## src/hw/rtl/sidu_pkg.sv

```systemverilog
package sidu_pkg;

	typedef logic [63:0] word_t;
	typedef logic [1:0] status_t;
	typedef logic [1:0] size_t;

	localparam status_t STATUS_OK = 2'd0;
	localparam status_t STATUS_DIV_ZERO = 2'd1;
	localparam status_t STATUS_OVERFLOW = 2'd2;

	localparam size_t SIZE_8 = 2'd0;
	localparam size_t SIZE_16 = 2'd1;
	localparam size_t SIZE_32 = 2'd2;
	localparam size_t SIZE_64 = 2'd3;

	typedef struct packed {
		word_t rem_next;
		logic  quo_bit;
	} step_res_t;

endpackage

```

## src/hw/rtl/sidu_div_step.sv

```systemverilog
module sidu_div_step (
	input  sidu_pkg::word_t     rem,
	input  logic                next_bit,
	input  sidu_pkg::word_t     dmag,
	output sidu_pkg::step_res_t res
);

	// The partial remainder stays below the divisor magnitude, at most 2^63,
	// so shifting one bit in never loses its top bit.
	sidu_pkg::word_t shifted;
	logic [64:0]     diff;

	always_comb begin
		shifted = {rem[62:0], next_bit};
		diff = {1'b0, shifted} - {1'b0, dmag};
		res.quo_bit = ~diff[64];
		res.rem_next = diff[64] ? shifted : diff[63:0];
	end

endmodule

```

## src/hw/rtl/signed_integer_divide_unit.sv

```systemverilog
// Signed integer divide unit with x86 IDIV semantics at 8, 16, 32 and 64 bits.
// The input channel (in_valid, in_ready) moves one transfer of op_size, the
// dividend halves and the divisor. The output channel (out_valid, out_ready)
// moves one transfer of quotient, remainder and status for every input.
// An item runs through the prep and check states, then the restoring divide
// loop, which runs one quotient bit a cycle through a single shared subtract
// and compare step, and then the fix state, which loads the output register.
// in_ready comes back high together with out_valid. A zero divisor, or a high
// dividend half not below the divisor magnitude, is found before the loop and
// skips it; a quotient beyond the signed range is found after the loop.
// The block takes one item at a time: in_ready is high only while no item is
// at work. A finished result sits in the output register; the next item may
// be transferred in while it waits, and that item holds in its last cycle
// until the output register is free.
// Reset (arst_n low) empties the block: no item at work and no result valid.
module signed_integer_divide_unit (
	input  logic                clk,
	input  logic                arst_n,
	input  logic                in_valid,
	output logic                in_ready,
	input  sidu_pkg::size_t     op_size,
	input  sidu_pkg::word_t     dividend_low,
	input  sidu_pkg::word_t     dividend_high,
	input  sidu_pkg::word_t     divisor_value,
	output logic                out_valid,
	input  logic                out_ready,
	output sidu_pkg::word_t     quotient,
	output sidu_pkg::word_t     remainder,
	output sidu_pkg::status_t   status
);

	localparam logic [2:0] ST_IDLE = 3'd0;
	localparam logic [2:0] ST_PREP = 3'd1;
	localparam logic [2:0] ST_CHECK = 3'd2;
	localparam logic [2:0] ST_DIV = 3'd3;
	localparam logic [2:0] ST_FIX = 3'd4;

	logic [2:0]          state_q;
	sidu_pkg::size_t     size_q;
	sidu_pkg::word_t     lo_q;
	sidu_pkg::word_t     hi_q;
	sidu_pkg::word_t     dv_q;
	sidu_pkg::word_t     rem_q;
	sidu_pkg::word_t     low_q;
	sidu_pkg::word_t     dmag_q;
	logic                vneg_q;
	logic                qneg_q;
	logic                zero_q;
	logic [6:0]          count_q;
	sidu_pkg::status_t   status_q;
	logic                out_valid_q;
	sidu_pkg::word_t     quotient_q;
	sidu_pkg::word_t     remainder_q;

	logic [127:0]        dvd_sx;
	logic [127:0]        dvd_mag;
	sidu_pkg::word_t     dv_sx;
	sidu_pkg::word_t     dv_mag;
	sidu_pkg::word_t     hi_part;
	sidu_pkg::word_t     low_part;
	logic [6:0]          width_n;
	sidu_pkg::step_res_t step;
	sidu_pkg::word_t     limit;
	sidu_pkg::word_t     mask;
	sidu_pkg::word_t     q_signed;
	sidu_pkg::word_t     r_signed;
	logic                in_fire;
	logic                out_free;

	assign in_fire = in_valid && in_ready;
	assign out_free = !out_valid_q || out_ready;
	assign in_ready = (state_q == ST_IDLE);
	assign out_valid = out_valid_q;
	assign quotient = quotient_q;
	assign remainder = remainder_q;
	assign status = status_q;

	always_comb begin
		case (size_q)
			sidu_pkg::SIZE_8: begin
				dvd_sx = {{112{lo_q[15]}}, lo_q[15:0]};
				dv_sx = {{56{dv_q[7]}}, dv_q[7:0]};
				width_n = 7'd8;
			end
			sidu_pkg::SIZE_16: begin
				dvd_sx = {{96{hi_q[15]}}, hi_q[15:0], lo_q[15:0]};
				dv_sx = {{48{dv_q[15]}}, dv_q[15:0]};
				width_n = 7'd16;
			end
			sidu_pkg::SIZE_32: begin
				dvd_sx = {{64{hi_q[31]}}, hi_q[31:0], lo_q[31:0]};
				dv_sx = {{32{dv_q[31]}}, dv_q[31:0]};
				width_n = 7'd32;
			end
			default: begin
				dvd_sx = {hi_q, lo_q};
				dv_sx = dv_q;
				width_n = 7'd64;
			end
		endcase
		dvd_mag = dvd_sx[127] ? (~dvd_sx + 128'd1) : dvd_sx;
		dv_mag = dv_sx[63] ? (~dv_sx + 64'd1) : dv_sx;
		case (size_q)
			sidu_pkg::SIZE_8: begin
				hi_part = {56'd0, dvd_mag[15:8]};
				low_part = {dvd_mag[7:0], 56'd0};
			end
			sidu_pkg::SIZE_16: begin
				hi_part = {48'd0, dvd_mag[31:16]};
				low_part = {dvd_mag[15:0], 48'd0};
			end
			sidu_pkg::SIZE_32: begin
				hi_part = {32'd0, dvd_mag[63:32]};
				low_part = {dvd_mag[31:0], 32'd0};
			end
			default: begin
				hi_part = dvd_mag[127:64];
				low_part = dvd_mag[63:0];
			end
		endcase
	end

	sidu_div_step u_step (
		.rem      (rem_q),
		.next_bit (low_q[63]),
		.dmag     (dmag_q),
		.res      (step)
	);

	always_comb begin
		case (size_q)
			sidu_pkg::SIZE_8: begin
				mask = 64'hFF;
				limit = 64'h7F;
			end
			sidu_pkg::SIZE_16: begin
				mask = 64'hFFFF;
				limit = 64'h7FFF;
			end
			sidu_pkg::SIZE_32: begin
				mask = 64'hFFFF_FFFF;
				limit = 64'h7FFF_FFFF;
			end
			default: begin
				mask = 64'hFFFF_FFFF_FFFF_FFFF;
				limit = 64'h7FFF_FFFF_FFFF_FFFF;
			end
		endcase
		limit = limit + {63'd0, qneg_q};
		q_signed = (qneg_q ? (~low_q + 64'd1) : low_q) & mask;
		r_signed = (vneg_q ? (~rem_q + 64'd1) : rem_q) & mask;
	end

	always_ff @(posedge clk or negedge arst_n) begin
		if (!arst_n) begin
			state_q <= ST_IDLE;
			out_valid_q <= 1'b0;
			status_q <= sidu_pkg::STATUS_OK;
		end else begin
			if (out_valid_q && out_ready && state_q != ST_FIX) begin
				out_valid_q <= 1'b0;
			end
			case (state_q)
				ST_IDLE: begin
					if (in_fire) begin
						state_q <= ST_PREP;
					end
				end
				ST_PREP: begin
					state_q <= ST_CHECK;
				end
				ST_CHECK: begin
					if (zero_q || rem_q >= dmag_q) begin
						state_q <= ST_FIX;
					end else begin
						state_q <= ST_DIV;
					end
				end
				ST_DIV: begin
					if (count_q == 7'd1) begin
						state_q <= ST_FIX;
					end
				end
				ST_FIX: begin
					if (out_free) begin
						out_valid_q <= 1'b1;
						state_q <= ST_IDLE;
						if (zero_q) begin
							status_q <= sidu_pkg::STATUS_DIV_ZERO;
						end else if (rem_q >= dmag_q || low_q > limit) begin
							status_q <= sidu_pkg::STATUS_OVERFLOW;
						end else begin
							status_q <= sidu_pkg::STATUS_OK;
						end
					end
				end
				default: begin
					state_q <= ST_IDLE;
				end
			endcase
		end
	end

	// In the fix state an overflow found before the loop is still visible as
	// a partial remainder not below the divisor; after the loop it never is.
	always_ff @(posedge clk) begin
		case (state_q)
			ST_IDLE: begin
				if (in_fire) begin
					size_q <= op_size;
					lo_q <= dividend_low;
					hi_q <= dividend_high;
					dv_q <= divisor_value;
				end
			end
			ST_PREP: begin
				rem_q <= hi_part;
				low_q <= low_part;
				dmag_q <= dv_mag;
				vneg_q <= dvd_sx[127];
				qneg_q <= dvd_sx[127] ^ dv_sx[63];
				zero_q <= (dv_sx == 64'd0);
				count_q <= width_n;
			end
			ST_DIV: begin
				rem_q <= step.rem_next;
				low_q <= {low_q[62:0], step.quo_bit};
				count_q <= count_q - 7'd1;
			end
			ST_FIX: begin
				if (out_free) begin
					if (zero_q || rem_q >= dmag_q || low_q > limit) begin
						quotient_q <= 64'd0;
						remainder_q <= 64'd0;
					end else begin
						quotient_q <= q_signed;
						remainder_q <= r_signed;
					end
				end
			end
			default: begin
			end
		endcase
	end

endmodule
```

## config.mk

```make
export PLATFORM = sky130hd
export DESIGN_NAME = signed_integer_divide_unit
export DESIGN_NICKNAME = d
export VERILOG_FILES = /design/src/hw/rtl/sidu_pkg.sv /design/src/hw/rtl/sidu_div_step.sv /design/src/hw/rtl/signed_integer_divide_unit.sv
export SDC_FILE = /design/constraint.sdc
export NUM_CORES = 1
export LEC_CHECK = 0
export CORE_MARGIN = 1
export CORE_UTILIZATION = 30
export DETAILED_ROUTE_END_ITERATION = 10
export DONT_BUFFER_PORTS = 1
export HOLD_SLACK_MARGIN = 0.15
export PLACE_DENSITY = 0.51
export SLEW_MARGIN = 10
export SYNTH_ARGS = -nofsm -noshare
export SYNTH_HDL_FRONTEND = slang
export SYNTH_SLANG_ARGS = --single-unit
```

## constraint.sdc

```tcl
create_clock -name clk -period 27.2 [get_ports clk]
set_input_delay 1.36 -clock clk [delete_from_list [all_inputs] [get_ports clk]]
set_output_delay 1.36 -clock clk [all_outputs]
set_load 0.02 [all_outputs]
```

Word level (Yosys, flattened, before mapping)
Cells that the tools add are included.
Widths: inputs -> output; s select.
{"block": "classes", "muxes": 25, "bitwise_logic": 8, "add_sub_neg": 7, "order_cmp": 2, "eq_ne": 11, "n_reduce_logical": 15}
{"op": "$pmux 64 s3", "count": 4}
{"op": "$pmux 128 s3", "count": 1}
{"op": "$pmux 64 s2", "count": 2}
{"op": "$add 64x1->64 const B", "count": 3}
{"op": "$mux 64", "count": 3}
{"op": "$not 64->64", "count": 3}
{"op": "$pmux 63 s3", "count": 1}
{"op": "$add 128x1->128 const B", "count": 1}
{"op": "$and 64x64->64", "count": 2}
{"op": "$mux 128", "count": 1}
{"op": "$not 128->128", "count": 1}
{"op": "$sub 64x64->65", "count": 1}
{"op": "$add 64x1->64", "count": 1}
{"op": "$ge 64x64->1", "count": 1}
{"op": "$gt 64x64->1", "count": 1}
{"op": "$logic_not 64->1", "count": 1}
{"op": "$mux 63", "count": 1}
{"op": "$pmux 7 s3", "count": 1}
{"op": "$pmux 3 s5", "count": 1}
{"op": "$pmux 7 s2", "count": 1}
{"op": "$mux 3", "count": 4}
{"op": "$eq 7x1->1 const B", "count": 1}
{"op": "$sub 7x1->7 const B", "count": 1}
{"op": "$eq 3x2->1 const B", "count": 2}
{"op": "other kinds (19)", "count": 29}
{"block": "totals", "elab_cells": 85, "output_inout_bits": 132, "regBits": 530}

Longest topological paths before layout
Gate-level depths: netlist of the first run.
{"block": "logic_depth", "ltp_word": 7, "ltp_mapped": 26}

By module
Synthesis of the first run repeated with hierarchy kept, for this count alone.
{"block": "hier_totals", "cells_unflattened": 4106, "hier_area_um2": 37933.9}
{"mod": "signed_integer_divide_unit", "cells_each": 3327, "area_per_inst_um2": 33219.4, "n_inst": 1, "seq_area_each_um2": 15885.2}
{"mod": "sidu_div_step", "cells_each": 779, "area_per_inst_um2": 4714.5, "n_inst": 1, "seq_area_each_um2": 0.0}

Worst setup path before layout of the first run
Ideal clock, no wire load.
{"block": "synth_path", "kind": "flip-flop to flip-flop", "from": "reg state_q[2]", "to": "reg dmag_q[0] (enable)", "setup_time_ps": 501, "setup_slack_ps": 17023, "t_arrival_ps": 9676, "path_stages_with_launch": 3, "path_buffers": 0, "required_ps": 26699, "path_cell_list": "dfrtp_1 nor2b_1 nor2b_1"}
{"block": "synth_between", "elab_chain_len": 1}
{"item": "from (decl)", "line": "signed_integer_divide_unit.sv:38", "text": "logic [2:0] state_q;"}
{"item": "from (signal assigned)", "line": "signed_integer_divide_unit.sv:156", "text": "state_q <= ST_IDLE;"}
{"item": "from (signal assigned)", "line": "signed_integer_divide_unit.sv:166", "text": "state_q <= ST_PREP;"}
{"item": "from (signal assigned)", "line": "signed_integer_divide_unit.sv:170", "text": "state_q <= ST_CHECK;"}
{"item": "$eq 3x1->1", "line": "signed_integer_divide_unit.sv:207", "text": "case (state_q)"}
{"item": "to (signal assigned)", "line": "signed_integer_divide_unit.sv:219", "text": "dmag_q <= dv_mag;"}
{"item": "to (decl)", "line": "signed_integer_divide_unit.sv:45", "text": "sidu_pkg::word_t dmag_q;"}
No other way between the ends.
A chain may end at the register's enable or synchronous reset.

Final worst setup path of the first run
{"block": "layout_path", "from": "reg size_q[0]", "to": "reg rem_q[62] (data pin)"}
{"block": "layout_between", "elab_chain_len": 7, "elab_cells_between_ends": 9}
{"item": "from (decl)", "line": "signed_integer_divide_unit.sv:39", "text": "sidu_pkg::size_t size_q;"}
{"item": "from (signal assigned)", "line": "signed_integer_divide_unit.sv:210", "text": "size_q <= op_size;"}
{"item": "$eq 2x2->1 (tied with other cells)", "line": "signed_integer_divide_unit.sv:79, signed_integer_divide_unit.sv:103"}
{"item": "$pmux 128 s3", "line": "signed_integer_divide_unit.sv:79", "text": "case (size_q)"}
{"item": "$not 128->128", "line": "signed_integer_divide_unit.sv:101", "text": "dvd_mag = dvd_sx[127] ? (~dvd_sx + 128'd1) : dvd_sx;"}
{"item": "$add 128x1->128", "line": "signed_integer_divide_unit.sv:101"}
{"item": "$mux 128", "line": "signed_integer_divide_unit.sv:101"}
{"item": "$pmux 64 s3 (*)", "line": "signed_integer_divide_unit.sv:103", "text": "case (size_q)"}
{"item": "$pmux 64 s2 (*)", "line": "signed_integer_divide_unit.sv:207"}
{"item": "to (signal assigned)", "line": "signed_integer_divide_unit.sv:217", "text": "rem_q <= hi_part;"}
{"item": "to (signal assigned)", "line": "signed_integer_divide_unit.sv:226", "text": "rem_q <= step.rem_next;"}
{"item": "to (decl)", "line": "signed_integer_divide_unit.sv:43", "text": "sidu_pkg::word_t rem_q;"}
Mark *: on every way between the ends. The rest lies on a longest branch, timed or not.

==> impl_metrics.csv, run 1 <==
group,metric,value,unit
clocking,clk_pin_slew,0.06,ns
worst_setup_path,r2r-start,"size_q[0]",
sta,fin_crit_sh,24.7,%
synthesis,muxShareOfSynthArea,0.461,%
synthesis,synth_edf_count,524,
worst_setup_path,critPathSlowestCell,"nand2b_1",
synthesis,syn_inst,3674,
pwr,internal-power,0.00262,W
clocking,clock_path_buffers,3,
sta,setup_viol,0,
sta,rsz0062_at_grt,"false",
detailed_routing,firstDrtPassIters,7,
sta,fin_setup_tns,0,ns
worst_setup_path,critPathTopFamily,"simple AND/OR/NAND/NOR gates",
die,dieArea,120000,um^2
clocking,postCtsSetupBuffers,0,
sta,clock_skew,0.0329,ns
worst_setup_path,path_cells,"ha_4 -> buf_4 -> buf_4 -> nand2b_1 -> o21ai_0 -> or4b_1 -> nor4_2 -> nand3_1 -> nor4_1 -> a21oi_1 -> xor2_1 -> a31oi_1 -> nand3_1",
placement,gp_congestion,0.994,
clocking,cts_resized,0,
die,pin_count,330,
grt,grt_usage,22.8,%
synthesis,synth-compound-area-share,20.0,%
synthesis,synth-xor-area-share,8.32,%
worst_setup_path,cp.required,27.70,ns
die,initial_utilization,30.4,%
detailed_routing,viasPerCell,5.79,
worst_setup_path,criticalPathCategory,"flip-flop to flip-flop",
clocking,htree_levels,3,
clocking,cts_root_buf,"clkbuf_16",
synthesis,syn_avg_cell_area,9.68,um^2
detailed_routing,vias,29900,
cells_and_area,syn_to_final_growth,10.3,%
synthesis,syn_area,35600,um^2
detailed_routing,drc,0,
placement,port-buffer-count,0,
grt,antenna_found_initial,18,
worst_setup_path,crit_cells,13,
pwr,p_per_area,130,nW/um^2
worst_setup_path,slowest_delay,0.89,ns
sta,finalWorstSetupSlack,20.48,ns
placement,post-place-ws,20.30,ns
cells_and_area,mostFrequentLayoutCells,"524 x edfxtp_1, 398 x nor2_1, 285 x a21oi_1, 269 x o21ai_0, 246 x nand2_1",
worst_setup_path,timing.rr.end,"rem_q[62]",
clocking,clock_sinks,530,
synthesis,yosysUniqueCellTypes,83,
die,die_y,346,um
sta,relSlewSlack,24.1,%
sta,worst_pin_slew,1.14,ns
pwr,seq_power_share,33.4,%
detailed_routing,drt-initial-drc-count,3738,
die,die_x,346,um
worst_setup_path,end_kind,"flip-flop",
synthesis,synthSimpleGateAreaFrac,15.7,%
pwr,p_sw,0.00248,W
pwr,swShare,48.6,%
worst_setup_path,critPathLaunchType,"flip-flop",
pwr,p_clk_share,16.8,%
worst_setup_path,cp.buffers_inverters,2,
synthesis,synth_top_family_by_area,"compound AO/OA/AOI/OAI gates",
worst_setup_path,r2r_slack,20.48,ns
grt,grt_pass1_wl,202000,um
pwr,ir_drop,0.0536,mV
cells_and_area,final_util,33.6,%
clocking,cts_made_buffers,66,
synthesis,synth_warnings,0,
synthesis,synthArstFlopShare,1.13,%
detailed_routing,ant_nets,0,
sta,fmax,0.149,GHz
sta,fin_crit,6.72,ns
sta,maxSlewViolCount,0,
pwr,combPwrFrac,49.8,%
detailed_routing,wl_per_cell,27.3,um
die,rows,125,
worst_setup_path,cp-endpoint,"rem_q[62]",
clocking,cts_tree,"yes",
worst_setup_path,crit_start,"size_q[0]",
synthesis,ys.flop_type,"edfxtp_1",
worst_hold_path,min_path_type,"input port to asynchronous set/reset pin",
grt,grt_start_max_net_pins,155,
worst_setup_path,worstPathMaxFanout,55,
clocking,worstSkewPairLatency,0.66,ns
cells_and_area,layout_commonest_cell,"edfxtp_1",
synthesis,synth_adder_area_share,7.34,%
synthesis,synthesis.nets,4080,
worst_setup_path,arrival,7.22,ns
die,coreArea,117000,um^2
grt,grt_pass1_vias,28200,
run_status,outcome,"complete, no violations",
worst_setup_path,r2r.worst_path.cells,13,
cells_and_area,num-nets-final,3985,
placement,hpwl,110000,um
detailed_routing,finalWirelength,141000,um
sta,hold_viol_final,0,
flow_run,cap_violations,0,
synthesis,seq_area_frac_synth,44.7,%
clocking,holdBufCountCts,0,
cells_and_area,layout-drive-gt1-share,6.04,%
synthesis,synth-seq-cells,530,
pwr,p_leak,14.1,nW
grt,grt_overflow,0,
## worst reg2reg max path, stage by stage (launching register included)
cell	delay, ns
edfxtp_1	0.44
ha_4	0.19
buf_4	0.55
buf_4	0.64
nand2b_1	0.92
o21ai_0	0.38
or4b_1	0.59
nor4_2	0.54
nand3_1	0.40
nor4_1	0.65
a21oi_1	0.17
xor2_1	0.61
a31oi_1	0.35
nand3_1	0.15
## registers in the layout, indices dropped and copies added, names as in the netlist, 3 cells and up
| signal | flops |
|---|---|
| rem_q | 64 |
| dv_q | 64 |
| low_q | 64 |
| state_q | 3 |
| lo_q | 64 |
| remainder | 64 |
| dmag_q | 64 |
| hi_q | 64 |
| count_q | 7 |
| quotient | 64 |
## through the flow
stage	cell area, um^2	hold WS [ns]	std cells	total power [W]
floorplan	35600	0.451	3674	0.00326
global placement	37100	0.478	5035	0.00419
detailed placement	37100	0.493	5035	0.00418
CTS	39200	0.383	5152	0.00506
global route	39200	0.392	5154	0.00539
finish	39200	0.418	5157	0.00510
## power groups by stage
stage,sequential (W),combinational [W],clock (W)
4_1_cts,0.00169,0.00249,0.000878
6_report,0.00170,0.00254,0.000859
2_1_floorplan,0.00151,0.00174,0
3_3_place_gp,0.00171,0.00248,0
3_5_place_dp,0.00171,0.00247,0
5_1_grt,0.00172,0.00276,0.000907
## synth_stat cells (all sizes together), types with 27 or more instances
cell	n	area share, %
xnor2	106	2.6
xor2	232	5.7
ha	207	7.3
a21oi	289	4.1
nand3	58	0.82
or3	59	1.1
clkbuf	179	1.9
nor4	41	0.86
inv	124	1.3
nor2b	27	0.47
a221oi	54	1.3
or4	37	0.82
a21o	97	2.0
nand2	248	2.6
a22o	37	0.91
nor2	399	4.2
nor3	95	1.4
buf	33	0.38
edfxtp	524	44
o31ai	73	1.5
o21ai	272	3.8
nand4	57	1.0
a31oi	31	0.55
a211oi	36	0.76
nand2b	30	0.53
## worst min-delay path by stage
stage             from    endpoint  cells after the start
2_1_floorplan  dv_q[0]   dmag_q[0]                      0
3_3_place_gp   dv_q[0]   dmag_q[0]                      0
3_5_place_dp   dv_q[0]   dmag_q[0]                      0
4_1_cts         arst_n   status[1]                      0
5_1_grt         arst_n  state_q[2]                      0
6_report        arst_n   status[1]                      0
## routing by layer
metal  GRT usage (%)  wire (um)  vias up  share of wire [%]
li1                -          -    13600                  -
met1            32.2      62800    14500                 45
met2            33.4      59500     1459                 42
met3            6.39      14100      241                 10
met4            7.04       4140       20                2.9
met5               0        104        -              0.074
## cell families (layout without fill, tap and decap cells)
group / count (synthesis) / after routing
AND/OR/NAND/NOR: 1147 / 1147
AO/OA/AOI/OAI: 1099 / 1099
flip-flops: 530 / 530
XOR/XNOR: 338 / 338
buffers and inverters: 336 / 290
adder cells (fa/ha/maj): 208 / 208
multiplexers: 16 / 16
other: 0 / 5
## final cells by class
class	instances	area (um^2)
fillers	11800	77600
clock buffers	80	1750
multi-input cells	2808	18500
inverters	124	468
repair buffers	49	380
diodes	5	12.5
well taps	1524	1910
clock inverters	37	319
flip-flops and latches	530	15900
Note: power is estimated with default switching activity, not from simulation.
==> run 2, diff against run 1 <==
- clock period: 27.2 -> 6.36 ns (I/O delays scaled with it)
==> impl_metrics.csv, run 2 (synthesis results as in run 1) <==
group,metric,value,unit
sta,fin_setup_tns,0,ns
clocking,cts_root_buf,"clkbuf_16",
clocking,clock_sinks,530,
placement,gp_congestion,0.980,
cells_and_area,fillers,11700,
grt,grt_overflow,0,
pwr,swShare,48.0,%
worst_setup_path,r2r.worst_path.cells,14,
detailed_routing,drc,0,
die,rows,125,
worst_setup_path,arrival,6.06,ns
cells_and_area,syn_to_final_growth,16.8,%
cells_and_area,num-nets-final,4217,
grt,grt_pass1_vias,28900,
grt,grt_usage,22.8,%
run_status,outcome,"complete, no violations",
grt,antenna_found_initial,2,
cells_and_area,mostFrequentLayoutCells,"524 x edfxtp_1, 398 x nor2_1, 285 x a21oi_1, 269 x o21ai_0, 245 x nand2_1",
cells_and_area,final_util,35.6,%
clocking,cts_made_buffers,67,
die,die_y,346,um
grt,grt_pass1_wl,204000,um
sta,worst_pin_slew,1.14,ns
worst_setup_path,cp.required,6.71,ns
sta,fin_crit_sh,89.7,%
pwr,internal-power,0.0115,W
worst_setup_path,critPathLaunchType,"flip-flop",
detailed_routing,firstDrtPassIters,9,
grt,grt_start_max_net_pins,123,
sta,maxSlewViolCount,0,
clocking,cts_tree,"yes",
flow_run,cap_violations,0,
worst_setup_path,criticalPathCategory,"flip-flop to flip-flop",
clocking,worstSkewPairLatency,0.65,ns
sta,rsz0062_at_grt,"false",
pwr,p_leak,15.1,nW
worst_hold_path,min_path_type,"input port to flip-flop",
worst_hold_path,min_path_cells,1,
detailed_routing,viasPerCell,5.74,
die,initial_utilization,30.4,%
sta,hold_viol_final,0,
sta,setup_viol,0,
cells_and_area,layout_commonest_cell,"edfxtp_1",
worst_setup_path,timing.rr.end,"rem_q[62]",
detailed_routing,drt-initial-drc-count,3712,
worst_hold_path,hp-start,"in_valid",
pwr,p_sw,0.0107,W
cells_and_area,layout-drive-gt1-share,6.69,%
die,coreArea,117000,um^2
cells_and_area,multi_input_area,18500,um^2
sta,clock_skew,0.0245,ns
sta,fin_crit,5.71,ns
sta,fmax,0.175,GHz
placement,port-buffer-count,0,
pwr,ir_drop,0.279,mV
pwr,combPwrFrac,50.1,%
clocking,clock_path_buffers,3,
pwr,seq_power_share,32.7,%
clocking,htree_levels,3,
worst_setup_path,r2r_slack,0.65,ns
worst_hold_path,whs_endpoint,"dv_q[56]",
die,dieArea,120000,um^2
detailed_routing,ant_nets,0,
cells_and_area,seq_area,15900,um^2
worst_setup_path,worstPathMaxFanout,33,
pwr,p_per_area,534,nW/um^2
cells_and_area,fin_area,41600,um^2
clocking,clk_pin_slew,0.06,ns
clocking,cts_resized,0,
die,pin_count,330,
die,die_x,346,um
detailed_routing,vias,30900,
worst_setup_path,r2r-start,"size_q[0]",
detailed_routing,finalWirelength,141000,um
pwr,p_clk_share,17.1,%
sta,relSlewSlack,22.3,%
worst_setup_path,end_kind,"flip-flop",
placement,postPlaceCellArea,37400,um^2
cells_and_area,diodes,0,
detailed_routing,wl_per_cell,26.1,um
placement,hpwl,110000,um
==> run 2: cell type report <==
type	count	area share, %
flip-flops and latches	530	38.2
repair buffers	280	6.34
well taps	1524	4.59
clock buffers	76	4.22
inverters	124	1.13
multi-input cells	2808	44.6
clock inverters	41	0.940
==> run 2: metal layers <==
metal	share of wire [%]	track usage, %	vias up
li1	-	-	14100
met3	8.7	4.44	248
met4	2.9	6.88	0
met5	0	0	-
met2	43	33.9	1538
met1	46	33.1	15000
==> run 2: timing repair <==
action | 4_1_cts | 5_1_grt
buffers inserted | 0 | 0
endpoints found under the hold margin | 203 | 0
hold buffers | 197 | 0
==> run 2: how the worst max path moves through the flow <==
stage                          from            end  slack (ns)  depth (start not counted)
after global routing      size_q[0]      rem_q[62]        0.31                         13
final                     size_q[0]      rem_q[62]        0.65                         14
after floorplan           size_q[0]   quotient[32]        0.02                         26
after detailed placement  size_q[0]  remainder[36]        0.57                         20
after CTS                 size_q[0]  remainder[36]        0.52                         20
after global placement    size_q[0]      rem_q[62]        0.75                         14
==> run 2: power by group through the flow <==
stage,Sequential (W),Clock [W],Combinational (W)
floorplan,0.00643,0,0.00746
global placement,0.00731,0,0.0108
detailed placement,0.00730,0,0.0108
CTS,0.00723,0.00389,0.0109
global route,0.00736,0.00402,0.0121
finish,0.00727,0.00381,0.0111
==> run 2: stage by stage <==
step,instances,setup WS [ns],total power (W),hold WS [ns]
3_3_place_gp,5069,0.749,0.0181,0.0226
6_report,5383,0.654,0.0222,0.173
2_1_floorplan,3674,0.0232,0.0139,0.0224
3_5_place_dp,5069,0.566,0.0181,0.0226
4_1_cts,5383,0.523,0.0220,0.172
5_1_grt,5383,0.309,0.0235,0.196
==> run 2: critical path: stages, from the launching register on <==
cell and delay [ns]:
edfxtp_1 0.45, inv_1 0.12, ha_2 0.29, buf_4 0.29
and3b_1 0.38, a221o_1 0.37, nor4_1 0.53, nand2_1 0.29
nor4_2 0.66, nand3_1 0.37, nor4_1 0.67, a21oi_1 0.17
xor2_1 0.20, a31oi_1 0.42, nand3_1 0.18
